**config.mk**
```make
export PLATFORM = sky130hd
export DESIGN_NAME = polygon_zone_dwell_checker_unit
export DESIGN_NICKNAME = d
export VERILOG_FILES = /design/src/rtl/pzd_pkg.sv /design/src/rtl/pzd_vtx_mem.sv /design/src/rtl/pzd_cross_unit.sv /design/src/rtl/polygon_zone_dwell_checker_unit.sv
export SDC_FILE = /design/constraint.sdc
export NUM_CORES = 2
export LEC_CHECK = 0
export BUFFER_PORTS_ARGS = -buffer_cell sky130_fd_sc_hd__buf_2
export CAP_MARGIN = 20
export CORE_AREA = 2 2 422 215
export DETAILED_ROUTE_END_ITERATION = 10
export DIE_AREA = 0 0 424 217
export PLACE_DENSITY = 0.71
export REMOVE_ABC_BUFFERS = 1
export SLEW_MARGIN = 20
export SYNTH_ARGS = -nofsm -noshare
export SYNTH_HDL_FRONTEND = slang
export SYNTH_SLANG_ARGS = --single-unit
export TNS_END_PERCENT = 5
```
**constraint.sdc**
```tcl
create_clock -name clk -period 20.7 [get_ports clk]
set_input_delay 6.21 -clock clk [delete_from_list [all_inputs] [get_ports clk]]
set_output_delay 6.21 -clock clk [all_outputs]
set_load 0.005 [all_outputs]
```
**src/rtl/pzd_pkg.sv**
```systemverilog
// Shared types and constants for the polygon zone dwell checker.
// Used by every module in rtl; depends on nothing.
package pzd_pkg;

  localparam int COORD_W = 16;
  localparam int DIFF_W  = COORD_W + 1;
  localparam int PROD_W  = 2 * DIFF_W;
  localparam int CNT_W   = 16;
  localparam int VCNT_W  = 5;
  localparam int IDX_W   = 4;
  localparam int OP_W    = 2;
  localparam int CFG_IDX_W  = 2;
  localparam int CFG_DATA_W = 16;

  localparam logic [OP_W-1:0] OP_LOAD   = 2'd0;
  localparam logic [OP_W-1:0] OP_START  = 2'd1;
  localparam logic [OP_W-1:0] OP_SAMPLE = 2'd2;

  localparam logic [CFG_IDX_W-1:0] REG_VERTEX_COUNT  = 2'd0;
  localparam logic [CFG_IDX_W-1:0] REG_HOLD_TICKS    = 2'd1;
  localparam logic [CFG_IDX_W-1:0] REG_TIMEOUT_TICKS = 2'd2;

  localparam logic [VCNT_W-1:0] VERTEX_COUNT_RESET  = 5'd0;
  localparam logic [CNT_W-1:0]  HOLD_TICKS_RESET    = 16'd50;
  localparam logic [CNT_W-1:0]  TIMEOUT_TICKS_RESET = 16'd300;
  localparam logic [CNT_W-1:0]  CNT_MAX             = 16'hFFFF;

  typedef enum logic [2:0] {
    ST_IDLE,
    ST_FIRST,
    ST_LOADCUR,
    ST_MUL_L,
    ST_MUL_R,
    ST_CMP,
    ST_DONE
  } pzd_state_t;

  typedef struct packed {
    logic load_lhs;
    logic load_rhs;
  } pzd_mul_ctrl_t;

endpackage

```
**src/rtl/pzd_vtx_mem.sv**
```systemverilog
// Vertex table memory: one write port, one read port with registered data.
// Depends on pzd_pkg for the coordinate width.
module pzd_vtx_mem #(
  parameter int DEPTH = 16,
  parameter int AW    = 4
) (
  input  logic                                 clk,
  input  logic                                 wr_en,
  input  logic [AW-1:0]                        wr_addr,
  input  logic signed [pzd_pkg::COORD_W-1:0]   wr_x,
  input  logic signed [pzd_pkg::COORD_W-1:0]   wr_y,
  input  logic [AW-1:0]                        rd_addr,
  output logic signed [pzd_pkg::COORD_W-1:0]   rd_x,
  output logic signed [pzd_pkg::COORD_W-1:0]   rd_y
);

  logic [2*pzd_pkg::COORD_W-1:0] mem [DEPTH];
  logic [2*pzd_pkg::COORD_W-1:0] rd_word_r;

  always_ff @(posedge clk) begin
    if (wr_en) begin
      mem[wr_addr] <= {wr_x, wr_y};
    end
    rd_word_r <= mem[rd_addr];
  end

  assign rd_x = rd_word_r[2*pzd_pkg::COORD_W-1:pzd_pkg::COORD_W];
  assign rd_y = rd_word_r[pzd_pkg::COORD_W-1:0];

endmodule

```
**src/rtl/pzd_cross_unit.sv**
```systemverilog
// Edge crossing unit: one shared multiplier forms both cross products of an edge
// in turn, then a compare decides the crossing. Depends on pzd_pkg.
module pzd_cross_unit (
  input  logic                               clk,
  input  pzd_pkg::pzd_mul_ctrl_t             ctrl,
  input  logic signed [pzd_pkg::COORD_W-1:0] px,
  input  logic signed [pzd_pkg::COORD_W-1:0] py,
  input  logic signed [pzd_pkg::COORD_W-1:0] x1,
  input  logic signed [pzd_pkg::COORD_W-1:0] y1,
  input  logic signed [pzd_pkg::COORD_W-1:0] x2,
  input  logic signed [pzd_pkg::COORD_W-1:0] y2,
  output logic                               hit
);

  logic signed [pzd_pkg::DIFF_W-1:0] dpx, dpy, dx21, dy21;
  logic signed [pzd_pkg::DIFF_W-1:0] op_a, op_b;
  logic signed [pzd_pkg::PROD_W-1:0] prod;
  logic signed [pzd_pkg::PROD_W-1:0] lhs_r, rhs_r;
  logic                              straddle;

  assign dpx  = {px[pzd_pkg::COORD_W-1], px} - {x1[pzd_pkg::COORD_W-1], x1};
  assign dpy  = {py[pzd_pkg::COORD_W-1], py} - {y1[pzd_pkg::COORD_W-1], y1};
  assign dx21 = {x2[pzd_pkg::COORD_W-1], x2} - {x1[pzd_pkg::COORD_W-1], x1};
  assign dy21 = {y2[pzd_pkg::COORD_W-1], y2} - {y1[pzd_pkg::COORD_W-1], y1};

  assign op_a = ctrl.load_lhs ? dpx  : dx21;
  assign op_b = ctrl.load_lhs ? dy21 : dpy;
  assign prod = op_a * op_b;

  always_ff @(posedge clk) begin
    if (ctrl.load_lhs) begin
      lhs_r <= prod;
    end
    if (ctrl.load_rhs) begin
      rhs_r <= prod;
    end
  end

  assign straddle = (y1 > py) != (y2 > py);
  assign hit = straddle && ((y2 > y1) ? (lhs_r < rhs_r) : (lhs_r > rhs_r));

endmodule

```
**src/rtl/polygon_zone_dwell_checker_unit.sv**
```systemverilog
// Top level of the polygon zone dwell checker: sequencer, dwell tracking,
// configuration registers and output register.
// Depends on pzd_pkg, pzd_vtx_mem and pzd_cross_unit.
//
// Items enter on the in_ channel and each produces exactly one result on the
// out_ channel. A transfer happens when valid is high and stall is low.
// Load vertex writes one table slot, start check arms the dwell check, and a
// position sample runs the even-odd crossing test over the vertices in use.
// in_stall is low only while the sequencer is idle, so one item is in work
// at a time. A load, a start or a sample with no vertices goes straight to
// its result; a sample runs an edge loop of fetch, two multiplies on the
// shared multiplier and compare for each edge of the polygon.
// The output register holds a result while out_stall is high, and the next
// item can be accepted meanwhile; its result waits until the register frees.
// The configuration channel is always ready and takes a register index and
// data; the user must write it only while idle, which the block does not enforce.
// A synchronous active-low reset clears the check state and loads the
// register defaults; the vertex table is not cleared.
module polygon_zone_dwell_checker_unit #(
  parameter int MAX_VERTICES = 16
) (
  input  logic                                   clk,
  input  logic                                   rst_n,
  input  logic                                   in_valid,
  output logic                                   in_stall,
  input  logic [pzd_pkg::OP_W-1:0]               in_op,
  input  logic [pzd_pkg::IDX_W-1:0]              in_vertex_index,
  input  logic signed [pzd_pkg::COORD_W-1:0]     in_coord_x,
  input  logic signed [pzd_pkg::COORD_W-1:0]     in_coord_y,
  output logic                                   out_valid,
  input  logic                                   out_stall,
  output logic                                   out_inside_res,
  output logic                                   out_settled,
  output logic                                   out_timed_out,
  output logic [pzd_pkg::CNT_W-1:0]              out_dwell_ticks,
  output logic                                   out_checking,
  input  logic                                   cfg_valid,
  output logic                                   cfg_ready,
  input  logic [pzd_pkg::CFG_IDX_W-1:0]          cfg_index,
  input  logic [pzd_pkg::CFG_DATA_W-1:0]         cfg_data
);

  localparam int AW = $clog2(MAX_VERTICES);
  localparam int CW = $clog2(MAX_VERTICES + 1);

  pzd_pkg::pzd_state_t state_r, state_nxt;
  pzd_pkg::pzd_mul_ctrl_t mul_ctrl;

  logic [pzd_pkg::VCNT_W-1:0] vcount_r;
  logic [pzd_pkg::CNT_W-1:0]  hold_r, timeout_r;

  logic [pzd_pkg::OP_W-1:0]           op_r;
  logic signed [pzd_pkg::COORD_W-1:0] px_r, py_r;
  logic signed [pzd_pkg::COORD_W-1:0] first_x_r, first_y_r;
  logic signed [pzd_pkg::COORD_W-1:0] prev_x_r, prev_y_r;
  logic signed [pzd_pkg::COORD_W-1:0] cur_x_r, cur_y_r;
  logic signed [pzd_pkg::COORD_W-1:0] rd_x, rd_y;
  logic [CW-1:0]                      k_r;
  logic [CW-1:0]                      n_use;
  logic                               closing_r, parity_r;

  logic                       armed_r, armed_nxt;
  logic                       zone_r, zone_nxt;
  logic [pzd_pkg::CNT_W-1:0]  dwell_r, dwell_nxt;
  logic [pzd_pkg::CNT_W-1:0]  elapsed_r, elapsed_nxt;
  logic                       inside_c, settled_c, timed_c, over_c;

  logic          acc, first_ld, cur_ld, close_ld, cmp_en, done_ld;
  logic          wr_en, hit;
  logic [AW-1:0] rd_addr;
  logic          out_valid_r, out_inside_r, out_settled_r, out_timed_r, out_checking_r;
  logic [pzd_pkg::CNT_W-1:0] out_dwell_r;

  assign n_use = (32'(vcount_r) > MAX_VERTICES) ? CW'(MAX_VERTICES) : CW'(vcount_r);
  assign acc   = in_valid && !in_stall;
  assign wr_en = acc && (in_op == pzd_pkg::OP_LOAD) && (32'(in_vertex_index) < MAX_VERTICES);

  pzd_vtx_mem #(
    .DEPTH (MAX_VERTICES),
    .AW    (AW)
  ) u_mem (
    .clk     (clk),
    .wr_en   (wr_en),
    .wr_addr (AW'(in_vertex_index)),
    .wr_x    (in_coord_x),
    .wr_y    (in_coord_y),
    .rd_addr (rd_addr),
    .rd_x    (rd_x),
    .rd_y    (rd_y)
  );

  pzd_cross_unit u_cross (
    .clk  (clk),
    .ctrl (mul_ctrl),
    .px   (px_r),
    .py   (py_r),
    .x1   (prev_x_r),
    .y1   (prev_y_r),
    .x2   (cur_x_r),
    .y2   (cur_y_r),
    .hit  (hit)
  );

  always_comb begin
    state_nxt = state_r;
    in_stall  = (state_r != pzd_pkg::ST_IDLE);
    rd_addr   = k_r[AW-1:0];
    mul_ctrl  = '0;
    first_ld  = 1'b0;
    cur_ld    = 1'b0;
    close_ld  = 1'b0;
    cmp_en    = 1'b0;
    done_ld   = 1'b0;
    unique case (state_r)
      pzd_pkg::ST_IDLE: begin
        rd_addr = '0;
        if (in_valid) begin
          if (in_op == pzd_pkg::OP_SAMPLE && n_use != '0) begin
            state_nxt = pzd_pkg::ST_FIRST;
          end else begin
            state_nxt = pzd_pkg::ST_DONE;
          end
        end
      end
      pzd_pkg::ST_FIRST: begin
        first_ld = 1'b1;
        if (k_r < n_use) begin
          state_nxt = pzd_pkg::ST_LOADCUR;
        end else begin
          state_nxt = pzd_pkg::ST_MUL_L;
        end
      end
      pzd_pkg::ST_LOADCUR: begin
        cur_ld    = 1'b1;
        state_nxt = pzd_pkg::ST_MUL_L;
      end
      pzd_pkg::ST_MUL_L: begin
        mul_ctrl.load_lhs = 1'b1;
        state_nxt = pzd_pkg::ST_MUL_R;
      end
      pzd_pkg::ST_MUL_R: begin
        mul_ctrl.load_rhs = 1'b1;
        state_nxt = pzd_pkg::ST_CMP;
      end
      pzd_pkg::ST_CMP: begin
        cmp_en = 1'b1;
        if (closing_r) begin
          state_nxt = pzd_pkg::ST_DONE;
        end else if (k_r < n_use) begin
          state_nxt = pzd_pkg::ST_LOADCUR;
        end else begin
          close_ld  = 1'b1;
          state_nxt = pzd_pkg::ST_MUL_L;
        end
      end
      pzd_pkg::ST_DONE: begin
        if (!out_valid_r || !out_stall) begin
          done_ld   = 1'b1;
          state_nxt = pzd_pkg::ST_IDLE;
        end
      end
      default: state_nxt = pzd_pkg::ST_IDLE;
    endcase
  end

  always_comb begin
    armed_nxt   = armed_r;
    zone_nxt    = zone_r;
    dwell_nxt   = dwell_r;
    elapsed_nxt = elapsed_r;
    settled_c   = 1'b0;
    timed_c     = 1'b0;
    over_c      = elapsed_r > timeout_r;
    inside_c    = (op_r == pzd_pkg::OP_SAMPLE) && parity_r;
    case (op_r)
      pzd_pkg::OP_START: begin
        armed_nxt   = 1'b1;
        zone_nxt    = 1'b0;
        dwell_nxt   = '0;
        elapsed_nxt = '0;
      end
      pzd_pkg::OP_SAMPLE: begin
        if (armed_r) begin
          if (elapsed_r != pzd_pkg::CNT_MAX) begin
            elapsed_nxt = elapsed_r + 1'b1;
          end
          if (!inside_c) begin
            zone_nxt  = 1'b0;
            dwell_nxt = '0;
          end else if (!zone_r) begin
            zone_nxt  = 1'b1;
            dwell_nxt = '0;
          end else if (dwell_r != pzd_pkg::CNT_MAX) begin
            dwell_nxt = dwell_r + 1'b1;
          end
          if (zone_nxt && dwell_nxt >= hold_r) begin
            settled_c = 1'b1;
            armed_nxt = 1'b0;
          end else if (over_c) begin
            timed_c   = 1'b1;
            armed_nxt = 1'b0;
          end
        end
      end
      default: begin
      end
    endcase
  end

  always_ff @(posedge clk) begin
    if (!rst_n) begin
      state_r     <= pzd_pkg::ST_IDLE;
      vcount_r    <= pzd_pkg::VERTEX_COUNT_RESET;
      hold_r      <= pzd_pkg::HOLD_TICKS_RESET;
      timeout_r   <= pzd_pkg::TIMEOUT_TICKS_RESET;
      armed_r     <= 1'b0;
      zone_r      <= 1'b0;
      dwell_r     <= '0;
      elapsed_r   <= '0;
      out_valid_r <= 1'b0;
    end else begin
      state_r <= state_nxt;
      if (cfg_valid && cfg_ready) begin
        unique case (cfg_index)
          pzd_pkg::REG_VERTEX_COUNT:  vcount_r  <= cfg_data[pzd_pkg::VCNT_W-1:0];
          pzd_pkg::REG_HOLD_TICKS:    hold_r    <= cfg_data;
          pzd_pkg::REG_TIMEOUT_TICKS: timeout_r <= cfg_data;
          default: begin
          end
        endcase
      end
      if (done_ld) begin
        armed_r   <= armed_nxt;
        zone_r    <= zone_nxt;
        dwell_r   <= dwell_nxt;
        elapsed_r <= elapsed_nxt;
      end
      if (done_ld) begin
        out_valid_r <= 1'b1;
      end else if (!out_stall) begin
        out_valid_r <= 1'b0;
      end
    end
  end

  always_ff @(posedge clk) begin
    if (acc) begin
      op_r      <= in_op;
      px_r      <= in_coord_x;
      py_r      <= in_coord_y;
      k_r       <= CW'(1);
      closing_r <= 1'b0;
      parity_r  <= 1'b0;
    end
    if (first_ld) begin
      first_x_r <= rd_x;
      first_y_r <= rd_y;
      prev_x_r  <= rd_x;
      prev_y_r  <= rd_y;
      if (!(k_r < n_use)) begin
        cur_x_r   <= rd_x;
        cur_y_r   <= rd_y;
        closing_r <= 1'b1;
      end
    end
    if (cur_ld) begin
      cur_x_r <= rd_x;
      cur_y_r <= rd_y;
      k_r     <= k_r + 1'b1;
    end
    if (cmp_en) begin
      parity_r <= parity_r ^ hit;
      prev_x_r <= cur_x_r;
      prev_y_r <= cur_y_r;
    end
    if (close_ld) begin
      cur_x_r   <= first_x_r;
      cur_y_r   <= first_y_r;
      closing_r <= 1'b1;
    end
    if (done_ld) begin
      out_inside_r   <= inside_c;
      out_settled_r  <= settled_c;
      out_timed_r    <= timed_c;
      out_dwell_r    <= dwell_nxt;
      out_checking_r <= armed_nxt;
    end
  end

  assign cfg_ready       = 1'b1;
  assign out_valid       = out_valid_r;
  assign out_inside_res  = out_inside_r;
  assign out_settled     = out_settled_r;
  assign out_timed_out   = out_timed_r;
  assign out_dwell_ticks = out_dwell_r;
  assign out_checking    = out_checking_r;

endmodule

```
**Word level (Yosys, flattened, before mapping)**

Memories as Yosys holds them, arrays and structs flattened. A register that Yosys moved wholly into a read port is not among the register bits.
Cells that the tools add are included.

- Register bits: 300
- Memory bits (writable): 512
- Input bits: 61
- Output and inout port bits: 23
- Memories kept: 1

Memory list:

| name | words | bits a word | read ports | clocked after memory_dff | wr ports | RTL line | source |
|---|---|---|---|---|---|---|---|
| u_mem.mem | 16 | 32 | 1 | 1 | 1 | pzd_vtx_mem.sv:17 | `logic [2*pzd_pkg::COORD_W-1:0] mem [DEPTH];` |

- Add/sub/neg operators: 7
- $mul: 1
- Order comparisons: 9
- Equal/unequal tests: 20
- Multiplexer cells: 65
- Bitwise operators: 3
- Reduce and logical (&&, ||, !) cells: 29

Operator list:

| cell | number |
|---|---|
| 16-bit two-way mux | 20 |
| 16-bit by 16-bit subtractor with 17-bit output | 4 |
| 16-bit > comparator | 4 |
| 16-bit one-hot mux with 2 select lines | 2 |
| 34-bit > comparator | 1 |
| 34-bit < comparator | 1 |
| 17-bit by 17-bit multiplier with 34-bit output | 1 |
| 17-bit two-way mux | 2 |
| 16-bit by 1-bit adder with 16-bit output (second input constant) | 2 |
| 16-bit inequality test (second input constant) | 2 |
| 1-bit two-way mux | 30 |
| 3-bit one-hot mux with 7 select lines | 1 |
| 16-bit >= comparator | 1 |
| 5-bit two-way mux | 3 |
| 3-bit two-way mux | 4 |
| 2-bit AND reduction | 6 |
| 3-bit equality test (second input constant) | 3 |
| 2-bit nonzero test | 4 |
| 2-bit equality test (second input constant) | 3 |
| 3-bit by 2-bit equality test with 1-bit output (second input constant) | 2 |
| 1-bit logical AND | 6 |
| 2-bit inequality test (second input constant) | 3 |
| 3-bit nonzero test | 2 |
| 5-bit by 1-bit adder with 5-bit output (second input constant) | 1 |
| other kinds (19) | 26 |

**Longest topological paths before layout**

- Depth after elaboration: 11
- Depth in mapped cells: 38
- Gate-level depth less buffers: 36

**By module**

From an unflattened synthesis, not the netlist that was laid out.

- Cells, all modules: 3560
- Area total of the unflattened synthesis: 47342.9 um^2

By module, submodules not included:

| module | times used | cells each | area each (um^2) | seq. area each (um^2) |
|---|---|---|---|---|
| pzd_vtx_mem | 1 | 838 | 19835.3 | 16015.4 |
| pzd_cross_unit | 1 | 1828 | 16950.0 | 2042.0 |
| polygon_zone_dwell_checker_unit | 1 | 894 | 10557.6 | 6206.0 |

**Least setup slack after synthesis**

OpenSTA, ideal clock, no wires.

- Path kind: register to register
- Start point: register state_r[0]
- End point: register u_cross.lhs_r[33] in the netlist's numbering (data pin)
- Arrival time: 9.641 ns
- Slack: 10.782 ns
- Stages on the path, launching flop included: 36
- Period minus slack after synthesis: 9.918 ns
- Cells stage by stage: dfxtp_1 clkbuf_1 nand3_1 inv_1 clkbuf_1 buf_1 buf_1 nand2_1 nand2_1 ha_1 clkbuf_1 and3_1 a211oi_1 nor2_1 xnor2_1 nor2_1 fa_1 inv_1 fa_1 fa_1 inv_1 fa_1 fa_1 inv_1 fa_1 inv_1 ha_1 a21oi_1 o21ai_0 a2111oi_2 o21ai_1 a31o_2 a41oi_2 o311ai_0 a2111oi_0 a211oi_1

- Longest elaborated chain between the ends: 4
- Elaborated cells on any way between the ends: 5
- Classes of those cells: 1 x mul; 1 x eq/ne; 3 x mux

Ends and longest elaborated chain:

| item | RTL line | source |
|---|---|---|
| from (decl) | polygon_zone_dwell_checker_unit.sv:46 | `pzd_pkg::pzd_state_t state_r, state_nxt;` |
| from (signal assigned) | polygon_zone_dwell_checker_unit.sv:212 | `state_r <= pzd_pkg::ST_IDLE;` |
| from (signal assigned) | polygon_zone_dwell_checker_unit.sv:222 | `state_r <= state_nxt;` |
| 3-bit by 2-bit equality test with 1-bit output * | polygon_zone_dwell_checker_unit.sv:114 | `unique case (state_r)` |
| 1-bit two-way mux * | polygon_zone_dwell_checker_unit.sv:114 |  |
| 17-bit two-way mux (on tied branches) | pzd_cross_unit.sv:26, pzd_cross_unit.sv:27 |  |
| 17-bit by 17-bit multiplier with 34-bit output * | pzd_cross_unit.sv:28 | `assign prod = op_a * op_b;` |
| net u_cross.prod (one bit) | pzd_cross_unit.sv:17 | `logic signed [pzd_pkg::PROD_W-1:0] prod;` |
| to (signal assigned) | pzd_cross_unit.sv:32 | `lhs_r <= prod;` |
| to (decl) | pzd_cross_unit.sv:18 | `logic signed [pzd_pkg::PROD_W-1:0] lhs_r, rhs_r;` |

Mark *: on every way through the listed nets, which the timed path passes. The rest lies on a longest branch.
A chain may end at the register's enable or synchronous reset.

**Final worst setup path**

- Start point: register state_r[2]
- End point: register u_cross.lhs_r[32] in the netlist's numbering (data pin)

Same word-level chain as after synthesis.

==> reports/summary.log <==
qor: run_status.outcome finished clean
qor: timing.setup_viol 0
qor: worst_setup_path.timing.critical_path.from_type register
qor: timing.hold_violations 0
qor: route.wirelength 121000 µm
qor: floorplanning.core_area 89000 µm²
qor: final_layout.layout.cells.most_common edfxtp_1
qor: synthesis.synth_cells 4077
qor: placement.routabilityCongestion 0.991
qor: final_layout.mostFrequentLayoutCells 736 x edfxtp_1, 493 x inv_1, 326 x nand2_1
qor: placement.instance_area_at_placement 50200 µm²
qor: clock_network.numCtsBuffers 75
qor: floorplanning.std_cell_rows 78
qor: route.firstDrtPassIters 6
qor: clock_network.hold_fix_buffers_at_cts 0
qor: route.detailroute.via_count 32000
qor: synthesis.netlist-cell-type-count 79
qor: timing.final_period_minus_worst_setup_slack 10660 ps
qor: synthesis.yosys.area.top_type edfxtp_1
qor: synthesis.synth_edf_count 736
qor: worst_setup_path.timing.critical_path.arrival 11130 ps
qor: worst_setup_path.crit_path_max_fanout 47
qor: clock_network.cts-root-buf clkbuf_16
qor: worst_setup_path.cp-end-kind register
qor: grt.grt_use_total 26.8%
qor: job.max-cap-violations 0
qor: timing.rsz0062_at_grt no
qor: worst_setup_path.slowest_stage xor2_1
qor: worst_setup_path.largest_incremental_delay_on_the_critical_path 690 ps
qor: timing.slew_violations 0
qor: clock_network.maximum_level_of_the_cts_h_tree 3
qor: final_layout.share_of_final_layout_standard_cells_stronger_than_drive_strength_1 12.0%
qor: clock_network.post-cts-setup-buffers 0
qor: route.drt-wirelength-per-cell 22.4 µm
qor: final_layout.finalCoreUtilization 59.4%
qor: clock_network.ctsResizeCount 0
qor: grt.first_global_vias 31400
qor: synthesis.synth-async-reset-ratio 0%
qor: timing.fmaxAchievable 93.8 MHz
qor: synthesis.synth_sequential_area_ratio 50.3%
qor: floorplanning.start_util 54.2%
qor: timing.tightestPinTransition 1110 ps
qor: route.ant_nets 0
qor: final_layout.area.growth.synth_to_final 9.55%
qor: route.drt_first_iter_violations 3845
qor: synthesis.netlist_area 48300 µm²
qor: worst_setup_path.worstReg2RegStart state_r[2]
qor: grt.grt_overflow 0
qor: timing.timing.clock.skew 38.0 ps
qor: worst_setup_path.worst-endpoint-required 21170 ps
qor: route.viasPerCell 5.93
qor: timing.post-route-period-util 51.5%
qor: timing.maxSlewHeadroom 25.8%
qor: synthesis.netlist.area_leader.share 45.8%
qor: worst_hold_path.holdCritStartpoint u_mem.rd_word_r[3]
qor: synthesis.ys_ff_latch 844
qor: placement.post-dp-hpwl 82200 µm
qor: synthesis.synth-main-ff-cell edfxtp_1
qor: worst_setup_path.timing.setup.critical_path_class reg2reg
qor: placement.portBuffers 82
qor: clock_network.tritoncts yes
qor: clock_network.clkLatencyLatePin 700 ps
qor: timing.setup_total_negative_slack 0 ps
qor: grt.grt_start_max_net_pins 81
qor: floorplanning.design.die.area 92000 µm²
qor: synthesis.synth_area_leaders edfxtp_1 46%, fa_1 12%, ha_1 5.8%, dfxtp_1 4.5%, inv_1 3.9%
qor: grt.antenna_found_initial 4
qor: worst_hold_path.hp-class reg2reg
qor: worst_setup_path.cpMostUsedCell fa_1
qor: floorplanning.floorplan.die.width 424 µm
qor: final_layout.fin_nets 4727
qor: clock_network.ctsLongestPathBuffers 3
qor: worst_setup_path.worstSetupStartpoint state_r[2]
qor: clock_network.cts.sink_count 844
qor: synthesis.synthesis.yosys.warnings 0
qor: route.detail_route.drc_violations 0
qor: synthesis.syn_area_per_cell 11.8 µm²
qor: final_layout.final_area 52900 µm²
qor: floorplanning.die-height 217 µm
qor: floorplanning.num_ports 84
qor: grt.grt_first_pass_wirelength 188000 µm
qor: clock_network.clk_pin_slew 70 ps
sequential cells by signal, indices dropped and copies added (netlist names), 32 cells and up:
name / flops
u_mem.mem: 512
u_mem.rd_word_r: 32
u_cross.rhs_r: 34
u_cross.lhs_r: 34
per-layer routing:
metal | vias up | share of wire [%] | GRT usage, %
li1 | 14400 | - | -
met1 | 15900 | 47 | 43.2
met5 | - | 0.022 | 0
met2 | 1603 | 39 | 35.3
met4 | 4 | 1.6 | 5.20
met3 | 158 | 12 | 7.90
metrics by stage:
step	cells	setup slack (ps)	hold WS [ps]
2_1_floorplan	3912	9390	421
4_1_cts	5404	10300	453
3_3_place_gp	5264	10620	435
5_1_grt	5406	9320	473
3_5_place_dp	5265	10350	436
6_report	5408	10040	453
worst max-delay path: cells and delay by family (launching register included):
family	cells	cell delay [ps]
AOI/OAI and AO/OA	11	2450
buffers and inverters	7	1470
xor gates and xnor gates	1	690
DFF	1	610
adders and majority gates	8	3750
and+or+nand+nor	8	1400
cell families after synthesis:
kind of cell    count (synthesis)  synth area share, %
buf+inv                       662                 5.24
simple gates                  960                 9.24
mux                           269                 5.99
compound gates                732                 9.47
fa+ha+maj                     523                 18.2
flops                         844                 50.3
other cells                     1              0.00777
xor+xnor                       86                 1.56
cell type report:
type	instances	area (µm²)
antenna	3	7.51
clock buffer	89	1980
clock inverter	50	608
fill	7169	36100
inverter	497	1870
multi-input combinational	2571	21700
sequential	844	24300
tap	1200	1500
timing repair buffer	154	967
cell usage after synthesis, types with 32 or more instances:
master	count
nor2_1	268
a21o_1	35
nand2_1	329
xnor2_1	48
mux2_2	158
a221oi_1	32
nor3_1	38
o21ai_0	188
inv_1	497
mux2i_1	111
o221ai_1	35
clkbuf_1	130
ha_1	223
nand3_1	73
nand2b_1	37
xor2_1	38
fa_1	300
a21boi_0	33
a21oi_1	258
and3_1	48
dfxtp_1	108
nor2b_1	42
edfxtp_1	736
path summary, 6_finish.rpt:
kind / end / slack [ps] / cells past startpoint
hold reg to reg: first_y_r[3] / 450 / 0
hold / removal: first_y_r[3] / 450 / 0
setup reg to reg: u_cross.lhs_r[32] / 10040 / 35
setup / recovery: u_cross.lhs_r[32] / 10040 / 35
Power is not shown: default switching activity piles up to over one toggle a cycle in this logic, so the estimate is an artifact.
